==> config.mk <==
export PLATFORM = sky130hd
export DESIGN_NAME = periodic_task_deadline_dispatcher
export DESIGN_NICKNAME = d
export VERILOG_FILES = /design/src/ptdd_pkg.sv /design/src/periodic_task_deadline_dispatcher.sv /design/src/ptdd_ctrl.sv /design/src/ptdd_datapath.sv
export VERILOG_INCLUDE_DIRS = /design/src /design/src/src
export SDC_FILE = /design/constraint.sdc
export NUM_CORES = 1
export LEC_CHECK = 0
export BUFFER_PORTS_ARGS = -buffer_cell sky130_fd_sc_hd__buf_2
export CAP_MARGIN = 30
export CORE_ASPECT_RATIO = 0.5
export CORE_MARGIN = 2
export CORE_UTILIZATION = 30
export CTS_CLUSTER_SIZE = 30
export DETAILED_ROUTE_END_ITERATION = 8
export GPL_TIMING_DRIVEN = 0
export PLACE_DENSITY = 0.52
export SLEW_MARGIN = 20
export SYNTH_ARGS = -nofsm -noshare
export SYNTH_HDL_FRONTEND = slang
export SYNTH_SLANG_ARGS = --single-unit
==> constraint.sdc <==
create_clock -name clk -period 11.15 [get_ports clk]
set_input_delay 1.115 -clock clk [delete_from_list [all_inputs] [get_ports clk]]
set_output_delay 1.115 -clock clk [all_outputs]
set_load 0.1 [all_outputs]
==> src/periodic_task_deadline_dispatcher_defines.svh <==
// Assertion macros shared by the dispatcher modules.
// Each macro expects signals named clk and rst_n in the module that uses it.
`ifndef PERIODIC_TASK_DEADLINE_DISPATCHER_DEFINES_SVH
`define PERIODIC_TASK_DEADLINE_DISPATCHER_DEFINES_SVH

// The consequent must hold in the same cycle as the antecedent.
`define PTDD_ASSERT_NOW(label, ante, cons, msg) \
    label: assert property (@(posedge clk) disable iff (!rst_n) (ante) |-> (cons)) \
        else $error(msg);

// The consequent must hold in the cycle after the antecedent.
`define PTDD_ASSERT_NEXT(label, ante, cons, msg) \
    label: assert property (@(posedge clk) disable iff (!rst_n) (ante) |=> (cons)) \
        else $error(msg);

`endif

==> src/ptdd_pkg.sv <==
// Shared types and constants for the periodic task deadline dispatcher.
// Used by ptdd_ctrl, ptdd_datapath and the top level; depends on nothing.
package ptdd_pkg;

    localparam int MAX_TASKS_DEF = 4;
    localparam int TIME_BITS_DEF = 32;

    localparam int NUM_INTERVALS = 4;
    localparam int INTERVAL_W    = 16;
    localparam int TASK_COUNT_W  = 3;
    localparam int CFG_INDEX_W   = 3;
    localparam int CFG_DATA_W    = 16;
    localparam int ADVANCE_W     = 8;
    localparam int ACTION_W      = 1;
    localparam int OUT_INDEX_W   = 2;
    localparam int OUT_TIME_W    = 32;
    localparam int M_TDATA_W     = 72;
    localparam int MAX_RESULTS   = 4;
    localparam int CNT_W         = 2;

    localparam logic [ACTION_W-1:0] ACT_START   = 1'b0;
    localparam logic [ACTION_W-1:0] ACT_ADVANCE = 1'b1;

    localparam logic [CFG_INDEX_W-1:0] CFG_TASK_COUNT = 3'd0;
    localparam logic [CFG_INDEX_W-1:0] CFG_INTERVAL0  = 3'd1;

    localparam logic [INTERVAL_W-1:0] INTERVAL_RESET [NUM_INTERVALS] =
        '{16'd100, 16'd200, 16'd500, 16'd1000};

    typedef enum logic [2:0] {
        ST_IDLE,
        ST_ARM,
        ST_ADVANCE,
        ST_CALC,
        ST_SCAN,
        ST_EMIT
    } state_t;

    typedef struct packed {
        logic load;
        logic arm;
        logic advance;
        logic calc;
        logic scan_clear;
        logic scan_step;
        logic emit;
    } ctrl_cmd_t;

    typedef struct packed {
        logic armed;
        logic scan_end;
        logic best_valid;
        logic out_free;
        logic last;
    } dp_status_t;

endpackage

==> src/periodic_task_deadline_dispatcher.sv <==
// Periodic task deadline dispatcher (earliest-deadline timer queue), top level.
// Uses ptdd_pkg, ptdd_ctrl and ptdd_datapath.
//
// Input items arrive on the s_ stream: s_tuser is the action (start or advance),
// s_tdata the advance amount. A start arms every enabled task at now plus its
// interval and gives no result. An advance adds to the time and emits one result
// per due task on the m_ stream, soonest deadline first, at most four, with m_tlast
// on the final one. The cfg_ channel writes the task count and the four intervals;
// cfg_ready is always high. Configure only while the block is idle.
// Steps: a start passes through the arm state, and an advance before any start
// through the advance state only. An armed advance goes through advance and calc,
// then, for each result, a deadline scan over all MAX_TASKS slots and an emit step;
// with no due task it ends after one empty scan. The serial scan, one age compare
// per cycle, sets the pace of results. One item is handled at a time.
// The next item is taken while the last result still sits in the output register.
// If the receiver stalls, the block holds in its emit step until the register frees.
// Reset clears time, the armed flag, the task count and restores default intervals;
// deadlines hold no value until the first start.

module periodic_task_deadline_dispatcher
#(
    parameter int MAX_TASKS = ptdd_pkg::MAX_TASKS_DEF,
    parameter int TIME_BITS = ptdd_pkg::TIME_BITS_DEF
)
(
    input  logic                                clk,
    input  logic                                rst_n,
    input  logic                                s_tvalid,
    output logic                                s_tready,
    input  logic [ptdd_pkg::ADVANCE_W-1:0]      s_tdata,   // [7:0] advance
    input  logic [ptdd_pkg::ACTION_W-1:0]       s_tuser,   // [0] action
    output logic                                m_tvalid,
    input  logic                                m_tready,
    // [1:0] task_index, [33:2] due_time, [65:34] dispatch_time, [71:66] zero
    output logic [ptdd_pkg::M_TDATA_W-1:0]      m_tdata,
    output logic                                m_tlast,
    input  logic                                cfg_valid,
    output logic                                cfg_ready,
    input  logic [ptdd_pkg::CFG_INDEX_W-1:0]    cfg_index,
    input  logic [ptdd_pkg::CFG_DATA_W-1:0]     cfg_data
);

    ptdd_pkg::ctrl_cmd_t  cmd;
    ptdd_pkg::dp_status_t status;

    assign cfg_ready = 1'b1;

    ptdd_ctrl u_ctrl
    (
        .clk      (clk),
        .rst_n    (rst_n),
        .s_tvalid (s_tvalid),
        .s_tready (s_tready),
        .s_tuser  (s_tuser),
        .status   (status),
        .cmd      (cmd)
    );

    ptdd_datapath
    #(
        .MAX_TASKS (MAX_TASKS),
        .TIME_BITS (TIME_BITS)
    )
    u_datapath
    (
        .clk       (clk),
        .rst_n     (rst_n),
        .s_tdata   (s_tdata),
        .cfg_valid (cfg_valid),
        .cfg_index (cfg_index),
        .cfg_data  (cfg_data),
        .m_tvalid  (m_tvalid),
        .m_tready  (m_tready),
        .m_tdata   (m_tdata),
        .m_tlast   (m_tlast),
        .cmd       (cmd),
        .status    (status)
    );

endmodule

==> src/ptdd_ctrl.sv <==
// Controller state machine of the dispatcher: sequences arm, advance, scan and emit.
// Depends on ptdd_pkg and periodic_task_deadline_dispatcher_defines.svh.
`include "periodic_task_deadline_dispatcher_defines.svh"

module ptdd_ctrl
(
    input  logic                                clk,
    input  logic                                rst_n,
    input  logic                                s_tvalid,
    output logic                                s_tready,
    input  logic [ptdd_pkg::ACTION_W-1:0]       s_tuser,
    input  ptdd_pkg::dp_status_t                status,
    output ptdd_pkg::ctrl_cmd_t                 cmd
);

    ptdd_pkg::state_t state_reg;
    ptdd_pkg::state_t state_next;

    always_ff @(posedge clk or negedge rst_n)
    begin
        if (!rst_n)
        begin
            state_reg <= ptdd_pkg::ST_IDLE;
        end
        else
        begin
            state_reg <= state_next;
        end
    end

    always_comb
    begin
        state_next = state_reg;
        cmd        = '0;
        s_tready   = 1'b0;
        case (state_reg)
            ptdd_pkg::ST_IDLE:
            begin
                s_tready = 1'b1;
                if (s_tvalid)
                begin
                    cmd.load = 1'b1;
                    if (s_tuser == ptdd_pkg::ACT_START)
                    begin
                        state_next = ptdd_pkg::ST_ARM;
                    end
                    else
                    begin
                        state_next = ptdd_pkg::ST_ADVANCE;
                    end
                end
            end
            ptdd_pkg::ST_ARM:
            begin
                cmd.arm    = 1'b1;
                state_next = ptdd_pkg::ST_IDLE;
            end
            ptdd_pkg::ST_ADVANCE:
            begin
                cmd.advance = 1'b1;
                if (status.armed)
                begin
                    state_next = ptdd_pkg::ST_CALC;
                end
                else
                begin
                    state_next = ptdd_pkg::ST_IDLE;
                end
            end
            ptdd_pkg::ST_CALC:
            begin
                cmd.calc   = 1'b1;
                state_next = ptdd_pkg::ST_SCAN;
            end
            ptdd_pkg::ST_SCAN:
            begin
                cmd.scan_step = 1'b1;
                if (status.scan_end)
                begin
                    state_next = ptdd_pkg::ST_EMIT;
                end
            end
            ptdd_pkg::ST_EMIT:
            begin
                if (!status.best_valid)
                begin
                    state_next = ptdd_pkg::ST_IDLE;
                end
                else if (status.out_free)
                begin
                    cmd.emit = 1'b1;
                    if (status.last)
                    begin
                        state_next = ptdd_pkg::ST_IDLE;
                    end
                    else
                    begin
                        cmd.scan_clear = 1'b1;
                        state_next     = ptdd_pkg::ST_SCAN;
                    end
                end
            end
            default:
            begin
                state_next = ptdd_pkg::ST_IDLE;
            end
        endcase
    end

    `PTDD_ASSERT_NOW(a_emit_has_room, cmd.emit, status.out_free && status.best_valid,
        "Result emitted without a selected task or a free output register")
    `PTDD_ASSERT_NEXT(a_last_goes_idle, cmd.emit && status.last,
        state_reg == ptdd_pkg::ST_IDLE, "Controller did not return to idle after last result")

endmodule

==> src/ptdd_datapath.sv <==
// Datapath of the dispatcher: configuration, time, deadlines, scan unit and output register.
// Depends on ptdd_pkg and periodic_task_deadline_dispatcher_defines.svh.
`include "periodic_task_deadline_dispatcher_defines.svh"

module ptdd_datapath
#(
    parameter int MAX_TASKS = ptdd_pkg::MAX_TASKS_DEF,
    parameter int TIME_BITS = ptdd_pkg::TIME_BITS_DEF
)
(
    input  logic                                clk,
    input  logic                                rst_n,
    input  logic [ptdd_pkg::ADVANCE_W-1:0]      s_tdata,
    input  logic                                cfg_valid,
    input  logic [ptdd_pkg::CFG_INDEX_W-1:0]    cfg_index,
    input  logic [ptdd_pkg::CFG_DATA_W-1:0]     cfg_data,
    output logic                                m_tvalid,
    input  logic                                m_tready,
    output logic [ptdd_pkg::M_TDATA_W-1:0]      m_tdata,
    output logic                                m_tlast,
    input  ptdd_pkg::ctrl_cmd_t                 cmd,
    output ptdd_pkg::dp_status_t                status
);

    localparam int IDX_W = (MAX_TASKS > 1) ? $clog2(MAX_TASKS) : 1;

    logic [ptdd_pkg::TASK_COUNT_W-1:0] task_count_reg;
    logic [ptdd_pkg::INTERVAL_W-1:0]   interval_reg [ptdd_pkg::NUM_INTERVALS];
    logic [ptdd_pkg::ADVANCE_W-1:0]    adv_reg;
    logic [TIME_BITS-1:0]              time_reg;
    logic                              armed_reg;
    logic [TIME_BITS-1:0]              deadline_reg [MAX_TASKS];
    logic [TIME_BITS-1:0]              age_reg [MAX_TASKS];
    logic [MAX_TASKS-1:0]              due_reg;
    logic [IDX_W-1:0]                  scan_idx_reg;
    logic [IDX_W-1:0]                  best_reg;
    logic [TIME_BITS-1:0]              best_age_reg;
    logic                              best_valid_reg;
    logic [ptdd_pkg::CNT_W-1:0]        cnt_reg;

    logic                              m_tvalid_reg;
    logic [ptdd_pkg::OUT_INDEX_W-1:0]  m_index_reg;
    logic [ptdd_pkg::OUT_TIME_W-1:0]   m_due_reg;
    logic [ptdd_pkg::OUT_TIME_W-1:0]   m_disp_reg;
    logic                              m_last_reg;

    logic [ptdd_pkg::INTERVAL_W-1:0]   iv [MAX_TASKS];
    logic [TIME_BITS-1:0]              age_now [MAX_TASKS];
    logic [MAX_TASKS-1:0]              enabled;
    logic [MAX_TASKS-1:0]              due_rest;
    logic                              take;
    logic                              last;
    logic                              out_free;

    genvar g;
    generate
        for (g = 0; g < MAX_TASKS; g++)
        begin : g_task
            logic [ptdd_pkg::INTERVAL_W-1:0] raw;
            if (g < ptdd_pkg::NUM_INTERVALS)
            begin : g_reg
                assign raw = interval_reg[g];
            end
            else
            begin : g_none
                assign raw = '0;
            end
            assign iv[g]      = (raw == '0) ? ptdd_pkg::INTERVAL_W'(1) : raw;
            assign enabled[g] = (task_count_reg >= ptdd_pkg::TASK_COUNT_W'(g + 1));
            assign age_now[g] = time_reg - deadline_reg[g];
        end
    endgenerate

    assign out_free = !m_tvalid_reg || m_tready;
    assign take     = due_reg[scan_idx_reg]
                      && (!best_valid_reg || (age_reg[scan_idx_reg] > best_age_reg));
    assign due_rest = due_reg & ~(MAX_TASKS'(1) << best_reg);
    assign last     = (cnt_reg == ptdd_pkg::CNT_W'(ptdd_pkg::MAX_RESULTS - 1))
                      || (due_rest == '0);

    assign status.armed      = armed_reg;
    assign status.scan_end   = (scan_idx_reg == IDX_W'(MAX_TASKS - 1));
    assign status.best_valid = best_valid_reg;
    assign status.out_free   = out_free;
    assign status.last       = last;

    always_ff @(posedge clk or negedge rst_n)
    begin
        if (!rst_n)
        begin
            task_count_reg <= '0;
            for (int i = 0; i < ptdd_pkg::NUM_INTERVALS; i++)
            begin
                interval_reg[i] <= ptdd_pkg::INTERVAL_RESET[i];
            end
        end
        else if (cfg_valid)
        begin
            if (cfg_index == ptdd_pkg::CFG_TASK_COUNT)
            begin
                task_count_reg <= cfg_data[ptdd_pkg::TASK_COUNT_W-1:0];
            end
            for (int i = 0; i < ptdd_pkg::NUM_INTERVALS; i++)
            begin
                if (cfg_index == ptdd_pkg::CFG_INTERVAL0 + ptdd_pkg::CFG_INDEX_W'(i))
                begin
                    interval_reg[i] <= cfg_data;
                end
            end
        end
    end

    always_ff @(posedge clk or negedge rst_n)
    begin
        if (!rst_n)
        begin
            time_reg       <= '0;
            armed_reg      <= 1'b0;
            due_reg        <= '0;
            scan_idx_reg   <= '0;
            best_valid_reg <= 1'b0;
            cnt_reg        <= '0;
            m_tvalid_reg   <= 1'b0;
        end
        else
        begin
            if (cmd.advance)
            begin
                time_reg <= time_reg + TIME_BITS'(adv_reg);
            end
            if (cmd.arm)
            begin
                armed_reg <= 1'b1;
            end
            if (cmd.calc || cmd.scan_clear)
            begin
                scan_idx_reg   <= '0;
                best_valid_reg <= 1'b0;
            end
            else if (cmd.scan_step)
            begin
                if (!status.scan_end)
                begin
                    scan_idx_reg <= scan_idx_reg + IDX_W'(1);
                end
                if (take)
                begin
                    best_valid_reg <= 1'b1;
                end
            end
            if (cmd.calc)
            begin
                cnt_reg <= '0;
                for (int i = 0; i < MAX_TASKS; i++)
                begin
                    due_reg[i] <= enabled[i] && !age_now[i][TIME_BITS-1];
                end
            end
            else if (cmd.emit)
            begin
                cnt_reg  <= cnt_reg + ptdd_pkg::CNT_W'(1);
                due_reg  <= due_rest;
            end
            if (cmd.emit)
            begin
                m_tvalid_reg <= 1'b1;
            end
            else if (m_tready)
            begin
                m_tvalid_reg <= 1'b0;
            end
        end
    end

    always_ff @(posedge clk)
    begin
        if (cmd.load)
        begin
            adv_reg <= s_tdata;
        end
        if (cmd.calc)
        begin
            for (int i = 0; i < MAX_TASKS; i++)
            begin
                age_reg[i] <= age_now[i];
            end
        end
        if (cmd.scan_step && take)
        begin
            best_reg     <= scan_idx_reg;
            best_age_reg <= age_reg[scan_idx_reg];
        end
        if (cmd.arm)
        begin
            for (int i = 0; i < MAX_TASKS; i++)
            begin
                if (enabled[i])
                begin
                    deadline_reg[i] <= time_reg + TIME_BITS'(iv[i]);
                end
            end
        end
        else if (cmd.emit)
        begin
            deadline_reg[best_reg] <= time_reg + TIME_BITS'(iv[best_reg]);
        end
        if (cmd.emit)
        begin
            m_index_reg <= ptdd_pkg::OUT_INDEX_W'(best_reg);
            m_due_reg   <= ptdd_pkg::OUT_TIME_W'(deadline_reg[best_reg]);
            m_disp_reg  <= ptdd_pkg::OUT_TIME_W'(time_reg);
            m_last_reg  <= last;
        end
    end

    assign m_tvalid = m_tvalid_reg;
    assign m_tlast  = m_last_reg;
    assign m_tdata  = {
        {(ptdd_pkg::M_TDATA_W - ptdd_pkg::OUT_INDEX_W - 2 * ptdd_pkg::OUT_TIME_W){1'b0}},
        m_disp_reg, m_due_reg, m_index_reg
    };

    `PTDD_ASSERT_NEXT(a_time_only_on_advance, !cmd.advance, $stable(time_reg),
        "Time changed without an advance command")
    `PTDD_ASSERT_NEXT(a_emit_fills_output, cmd.emit,
        m_tvalid_reg && (cnt_reg != $past(cnt_reg)),
        "Emit did not load the output register or count the dispatch")

endmodule

Yosys cells after proc, flatten, opt, wreduce, memory -nomap -nowiden
Memory sizes are Yosys's and may differ from the RTL's. A register that Yosys moved wholly into a read port is not among the register bits.
Cells that the tools add are included.

storage, ports and cells
  flip-flop bits (word level) = 190
  RAM bits = 256
  input port bits = 33
  output and inout port bits = 76
  memories kept = 2

memory list
  name                     depth  bits a word  rd ports  clocked after memory_dff  write ports  RTL line             source
  u_datapath.age_reg       4      32           1         0                         4            ptdd_datapath.sv:33  logic [TIME_BITS-1:0] age_reg [MAX_TASKS];
  u_datapath.deadline_reg  4      32           5         1                         4            ptdd_datapath.sv:32  logic [TIME_BITS-1:0] deadline_reg [MAX_TASKS];

cells by class
  add/sub/neg operators = 12
  magnitude comparators = 7
  equal/unequal tests = 15
  shift-type cells = 1
  muxes and demuxes = 63
  bitwise logic cells = 3
  reductions and logical operators = 36

operators with widths
  kind                                                                   count
  32-bit by 16-bit adder with 32-bit output                              5
  32-bit subtractor                                                      4
  16-bit 2-to-1 mux                                                      6
  16-bit logical NOT                                                     4
  1-bit 2-to-1 mux                                                       38
  32-bit by 8-bit adder with 32-bit output                               1
  16-bit binary-select mux with 2-bit select                             1
  32-bit > comparator                                                    1
  32-bit 2-to-1 mux                                                      1
  32-bit OR reduction                                                    1
  2-bit 2-to-1 mux                                                       8
  3-bit 2-to-1 mux                                                       5
  3-bit one-hot mux with 5 select lines                                  1
  2-bit AND reduction                                                    7
  3-bit by 2-bit == test with 1-bit output, second input constant        4
  3-bit == test, second input constant                                   3
  4-bit 2-to-1 mux                                                       2
  2-bit nonzero test                                                     4
  3-bit by 1-bit == test with 1-bit output, second input constant        2
  3-bit by 2-bit >= comparator with 1-bit output, second input constant  2
  3-bit >= comparator, second input constant                             2
  1-bit logical AND                                                      6
  1-bit logical NOT                                                      6
  3-bit logical NOT                                                      2
  other kinds (15)                                                       21

Logic depth before layout (Yosys ltp)
Gate-level depths: netlist of the first run.

  depth in word-level cells = 12
  depth in mapped cells = 21
  mapped depth without buffers = 19

Modules after synthesis
A second synthesis of the first run with hierarchy kept.

unflattened totals
  cells, all modules = 2835
  area, all modules = 30465.5 um^2

by module, submodules not included
  module                             instances  cells an instance  area an instance (um^2)  sequential area each (um^2)
  ptdd_datapath                      1          2803               30176.4                  13735.7
  ptdd_ctrl                          1          30                 277.8                    75.1
  periodic_task_deadline_dispatcher  1          2                  11.3                     0.0

Worst setup path after synthesis of the first run
Ideal clock, no wire load.

  path kind = in2reg
  start point = input port m_tready
  end point = memory u_datapath.deadline_reg[1][18] (netlist name), data pin
  arrival time = 6.205 ns
  data required time = 10.881 ns
  slack = 4.675 ns
  cell stages on the path = 17
  path buffers = 3
  cell sequence = nand2b_1 nand4_1 clkbuf_1 clkinv_1 buf_1 a21oi_1 ha_1 a21o_1 nand2_1 and3_1 o31ai_1 a21oi_1 o21a_1 clkbuf_1 a21oi_1 nand3_1 xnor2_1

RTL lines
  element             RTL line                                 source
  start: declaration  periodic_task_deadline_dispatcher.sv:33  input logic m_tready,
  end: declaration    ptdd_datapath.sv:32

==> qor.csv, run 1 <==
metric,value,unit
path_class,flip-flop to flip-flop,
core,100000,sq um
cts_buffers,49,
antenna_found_initial,2,
n_fill_cell,10100,
critical_path.max_fanout,10,
drive_above_1_share,0.131,
max_freq,150,MHz
fin_crit_sh,0.597,
ir_drop,0.121,mV
rrSetupSlack,4500,ps
fp-row-count,82,
final-seq-area,13800,sq um
synth_area,30300,sq um
wirelength,98100,microns
min_period,6650,ps
yosys_warnings,0,
place.gp.congestion,0.951,
instances_no_fill,4376,
grt_setup_unrepaired,false,
first_iter_violations,2330,
ys.flop_type,edfxtp_1,
fin_skew,24.1,ps
total_power,8480,uW
finalSetupViolations,0,
grt_pass1_vias,21700,
cts_setup_buffers,0,
cts.sinks,478,
max_cap_viol_count,0,
maxSlewHeadroom,0.269,
ant_nets,0,
viasPerCell,5.19,
track_usage,0.186,
drc,0,
wire_per_inst,22.4,microns
io_buffers,101,
worstMarginPinSlew,1100,ps
tritoncts,built,
overflow,0,
slew_violations,0,
clk_pin_slew,70,ps
fp.dieH,229,microns
area_growth,13.9,%
dr.pass1.iters,6,
grt_max_degree,114,
vias,22700,
fin_nets,3263,
htreeDepth,2,
placed_cells,4281,
dp_hpwl,78700,microns
dieArea,104000,sq um
netlist_instances,2815,
p_leak,0.0143,uW
final-hold-violation-count,0,
ys_seq_elements,478,
setup_ws,4500,ps
start_util,0.303,
ys_async_sr_fraction,0.236,
yosys.cell_types.count,84,
critPathLaunchType,flip-flop,
dieWidth,454,microns
synth-edff-count,365,
clock_path_buffers,3,
cp_data_arrival_time,7010,ps
yosysSeqAreaShare,0.456,
cts_resized,0,
power_density,245,nW/um^2
multi_input_area,15200,sq um
min_path_type,primary input to async pin,
place_ws,4290,ps
holdWs,478,ps
antennaDiodeCount,0,
status,"complete, no violations",
syn_avg_cell_area,10.8,sq um
clk_latency,630,ps
crit_path_end_kind,flip-flop,
worstPathRequired,11510,ps
io_pins,109,
setup_tns,0,ps
cts_root_buf,clkbuf_16,
hold_buffers,0,
grt_pass1_wl,143000,microns
-- per-stage QoR --
| step | util | cell area (sq um) |
|---|---|---|
| 6_report | 0.345 | 34500 |
| 5_1_grt | 0.345 | 34500 |
| 4_1_cts | 0.345 | 34500 |
| 3_5_place_dp | 0.329 | 32900 |
| 3_3_place_gp | 0.325 | 32500 |
| 2_1_floorplan | - | 30300 |
-- critical path: stages, from the launching register on --
cell,delay (ps)
edfxtp_1,450
clkbuf_1,480
clkbuf_2,570
clkbuf_1,760
o31ai_1,200
a21oi_1,330
ha_1,240
inv_1,60
fa_1,430
nor2b_1,170
o2111ai_1,160
and3_1,230
o31ai_1,240
a21oi_1,180
o21a_1,230
clkbuf_1,340
a21oi_1,960
nand3_1,190
xnor2_1,170
-- power breakdown --
part / switching (uW) / leakage (uW) / total (uW) / internal, uW
sequential: 335 / 0.00472 / 2830 / 2500
clock: 754 / 0.000786 / 1690 / 931
combinational: 2590 / 0.00882 / 3960 / 1370
-- final timing paths --
check | start | endpoint | cells past startpoint
setup / recovery | u_datapath.best_reg[1] | u_datapath.deadline_reg[1][18] | 18
hold / removal | rst_n | u_datapath.g_task[0].raw[1] | 1
setup reg to reg | u_datapath.best_reg[1] | u_datapath.deadline_reg[1][18] | 18
hold reg to reg | u_datapath.scan_idx_reg[0] | u_datapath.best_reg[0] | 0
max in group asynchronous | rst_n | u_datapath.g_task[2].raw[8] | 2
min in group clk | u_datapath.scan_idx_reg[0] | u_datapath.best_reg[0] | 0
-- per-layer routing --
layer	track usage	part of all wire	up-vias	wire length, microns
met3	0.0268	0.072	96	7040
li1	-	-	10600	-
met4	0.0392	0.019	0	1820
met5	0	0	-	0
met2	0.252	0.39	803	38300
met1	0.304	0.52	11200	50900
-- kinds of logic (layout without fill, tap and decap cells) --
kind of cell | after synthesis | count (layout) | synth area share
other cells | 2 | 7 | 0.000248
fa+ha+maj | 239 | 239 | 0.101
compound gates | 645 | 645 | 0.136
mux | 153 | 153 | 0.0806
flops | 478 | 478 | 0.456
buf+inv | 363 | 575 | 0.0459
xor+xnor | 248 | 248 | 0.0717
simple gates | 687 | 687 | 0.109
-- synthesized netlist by cell type, types with 36 or more instances --
| cell | number | area, sq um |
|---|---|---|
| nand2_1 | 164 | 616 |
| nor2_1 | 194 | 728 |
| dfrtp_1 | 95 | 2380 |
| nand3_1 | 65 | 325 |
| nor3_1 | 55 | 275 |
| xnor2_1 | 148 | 1300 |
| xor2_1 | 100 | 876 |
| a21o_1 | 78 | 586 |
| o21ai_0 | 123 | 616 |
| o21a_1 | 39 | 293 |
| mux4_2 | 65 | 1460 |
| mux2_2 | 79 | 890 |
| a21oi_1 | 206 | 1030 |
| inv_1 | 231 | 867 |
| edfxtp_1 | 365 | 11000 |
| ha_1 | 230 | 2880 |
| clkbuf_1 | 104 | 390 |
| nand2b_1 | 41 | 257 |
| nor2b_1 | 36 | 225 |
-- area by class of cell --
cell class / instances / share of cell area
Buffer: 130 / 0.0151
Clock buffer: 57 / 0.0376
Clock inverter: 35 / 0.00880
Inverter: 233 / 0.0255
Multi-Input combinational cell: 1979 / 0.440
Sequential cell: 478 / 0.400
Tap cell: 1344 / 0.0487
Timing Repair Buffer: 120 / 0.0245
-- placed cells by master (no fill, tap or decap), types with 36 or more instances in the layout --
master / count
clkbuf_1: 106
nor2b_1: 36
o21ai_0: 118
clkbuf_16: 50
xnor2_1: 148
nand2b_1: 41
dfrtp_1: 95
a21oi_1: 206
edfxtp_1: 365
nand3_1: 65
nor3_1: 55
mux2_2: 79
nor2_1: 194
o21a_1: 39
nand2_1: 164
a21o_1: 78
ha_1: 230
mux4_2: 65
inv_1: 230
xor2_1: 100
buf_2: 106
Note: power is estimated with default switching activity, not from simulation.
==> inputs of run 2 (changes only) <==
--- a/config.mk
+++ b/config.mk
@@ -14,7 +14,7 @@
 export CTS_CLUSTER_SIZE = 30
 export DETAILED_ROUTE_END_ITERATION = 8
 export GPL_TIMING_DRIVEN = 0
-export PLACE_DENSITY = 0.52
+export PLACE_DENSITY = 0.53
 export SLEW_MARGIN = 20
 export SYNTH_ARGS = -nofsm -noshare
 export SYNTH_HDL_FRONTEND = slang
==> constraint.sdc (replaced) <==
create_clock -name clk -period 5.5 [get_ports clk]
set_input_delay 0.55 -clock clk [delete_from_list [all_inputs] [get_ports clk]]
set_output_delay 0.55 -clock clk [all_outputs]
set_load 0.1 [all_outputs]
==> qor.csv, run 2 (synthesized netlist as in run 1, its figures left out) <==
metric,value,unit
tritoncts,built,
dp_hpwl,77000,microns
dieArea,104000,sq um
final-hold-violation-count,0,
worstMarginPinSlew,1030,ps
status,"complete, no violations",
final-seq-area,13800,sq um
max_cap_viol_count,0,
use_met1,0.288,
cts.sinks,478,
track_usage,0.182,
p_leak,0.0144,uW
placed_cells,4283,
setup_tns,0,ps
most-common-layout-cells,"edfxtp_1 (365), inv_1 (230), ha_1 (230), a21oi_1 (204), nor2_1 (194)",
wire_per_inst,21.9,microns
ir_drop,0.270,mV
io_buffers,101,
n_fill_cell,10000,
rrSetupSlack,330,ps
min_path_type,primary input to flip-flop,
instances_no_fill,4385,
max_freq,194,MHz
met3_usage,0.0369,
first_iter_violations,2254,
worstPathRequired,5820,ps
dr.pass1.iters,5,
io_pins,109,
multi_input_area,15200,sq um
utilization,0.346,
antenna_found_initial,9,
clock_path_buffers,3,
cts_root_buf,clkbuf_16,
grt_setup_unrepaired,false,
cts_buffers,50,
finalSetupViolations,0,
viasPerCell,5.19,
place.gp.congestion,0.944,
vias,22700,
total_power,17100,uW
min_period,5170,ps
grt_max_degree,114,
drc,0,
grt_pass1_vias,21600,
final_common_cell,edfxtp_1,
htreeDepth,2,
fin_crit_sh,0.939,
start_util,0.303,
area_growth,14.3,%
drive_above_1_share,0.136,
crit_path_end_kind,flip-flop,
fp-row-count,82,
slew_violations,0,
critical_path.max_fanout,10,
holdWs,101,ps
core,100000,sq um
clk_latency,620,ps
path_class,flip-flop to flip-flop,
grt_pass1_wl,140000,microns
top_usage_layer,met1,
wirelength,96000,microns
fp.dieH,229,microns
maxSlewHeadroom,0.314,
clk_pin_slew,60,ps
critPathLaunchType,flip-flop,
ant_nets,0,
overflow,0,
fin_skew,36.1,ps
dieWidth,454,microns
met2_usage,0.246,
fin_nets,3269,
power_density,495,nW/um^2
cp_data_arrival_time,5490,ps
==> run 2: cell count changes in the layout (fill, tap and decap cells not counted), sizes merged <==
cell and change:
dlygate4sd3 +1, clkinvlp +4, diode +3, inv +1, clkinv -7, buf +7, bufinv -1, clkbuf +1
==> run 2: path summary, 6_finish.rpt <==
kind                                    startpoint                        endpoint  cells past startpoint
hold reg to reg            u_datapath.time_reg[31]       u_datapath.m_disp_reg[31]                      0
hold / removal                          s_tdata[7]           u_datapath.adv_reg[7]                      1
min in group asynchronous                    rst_n          u_datapath.time_reg[8]                      2
setup / recovery            u_datapath.best_reg[0]  u_datapath.deadline_reg[1][26]                     20
max in group asynchronous                    rst_n       u_datapath.best_valid_reg                      3
setup reg to reg            u_datapath.best_reg[0]  u_datapath.deadline_reg[1][26]                     20
==> run 2: report_power, final <==
part | switching, uW | total, uW | internal [uW]
combinational | 5230 | 8030 | 2800
clock | 1490 | 3370 | 1870
sequential | 671 | 5740 | 5070
==> run 2: routing by layer <==
layer / routed length (microns) / share of wire
met1: 47900 / 0.50
met3: 8470 / 0.088
met4: 2160 / 0.022
met5: 25 / 0.00026
met2: 37500 / 0.39
==> run 2: critical path: stages (launching register included) <==
cell,delay [ps]
edfxtp_1,470
buf_2,420
clkbuf_2,440
o31ai_1,140
nand2_1,80
o31ai_1,70
a21oi_1,260
ha_1,220
inv_1,60
fa_1,430
nor2b_1,170
o2111ai_1,160
and3_1,220
o31ai_1,330
a21oi_1,200
o21a_1,250
clkbuf_2,280
a21oi_4,300
buf_12,150
nand2_1,60
xnor2_1,140
==> run 2: area by class of cell <==
cell class                      count  share of cell area
Multi-Input combinational cell   1979               0.439
Sequential cell                   478               0.399
Tap cell                         1344              0.0485
Clock buffer                       61              0.0385
Timing Repair Buffer              127              0.0265
Inverter                          233              0.0255
Buffer                            128              0.0153
Clock inverter                     32             0.00755
Antenna cell                        3            0.000217
==> run 2: stage by stage <==
| stage | setup slack, ps | area, sq um |
|---|---|---|
| 3_3_place_gp | -2040 | 32500 |
| 5_1_grt | 52.4 | 34600 |
| 4_1_cts | 59.3 | 34600 |
| 6_report | 335 | 34600 |
| 3_5_place_dp | -1060 | 32900 |
| 2_1_floorplan | 204 | 30300 |
==> run 2: what timing repair did <==
action,CTS,global route
cloned,0,0
hold buffers,1,0
pin swaps,0,1
setup endpoints to repair,50,36
buffers inserted,0,6
gates resized for setup,13,8
endpoints found under the hold margin,28,0
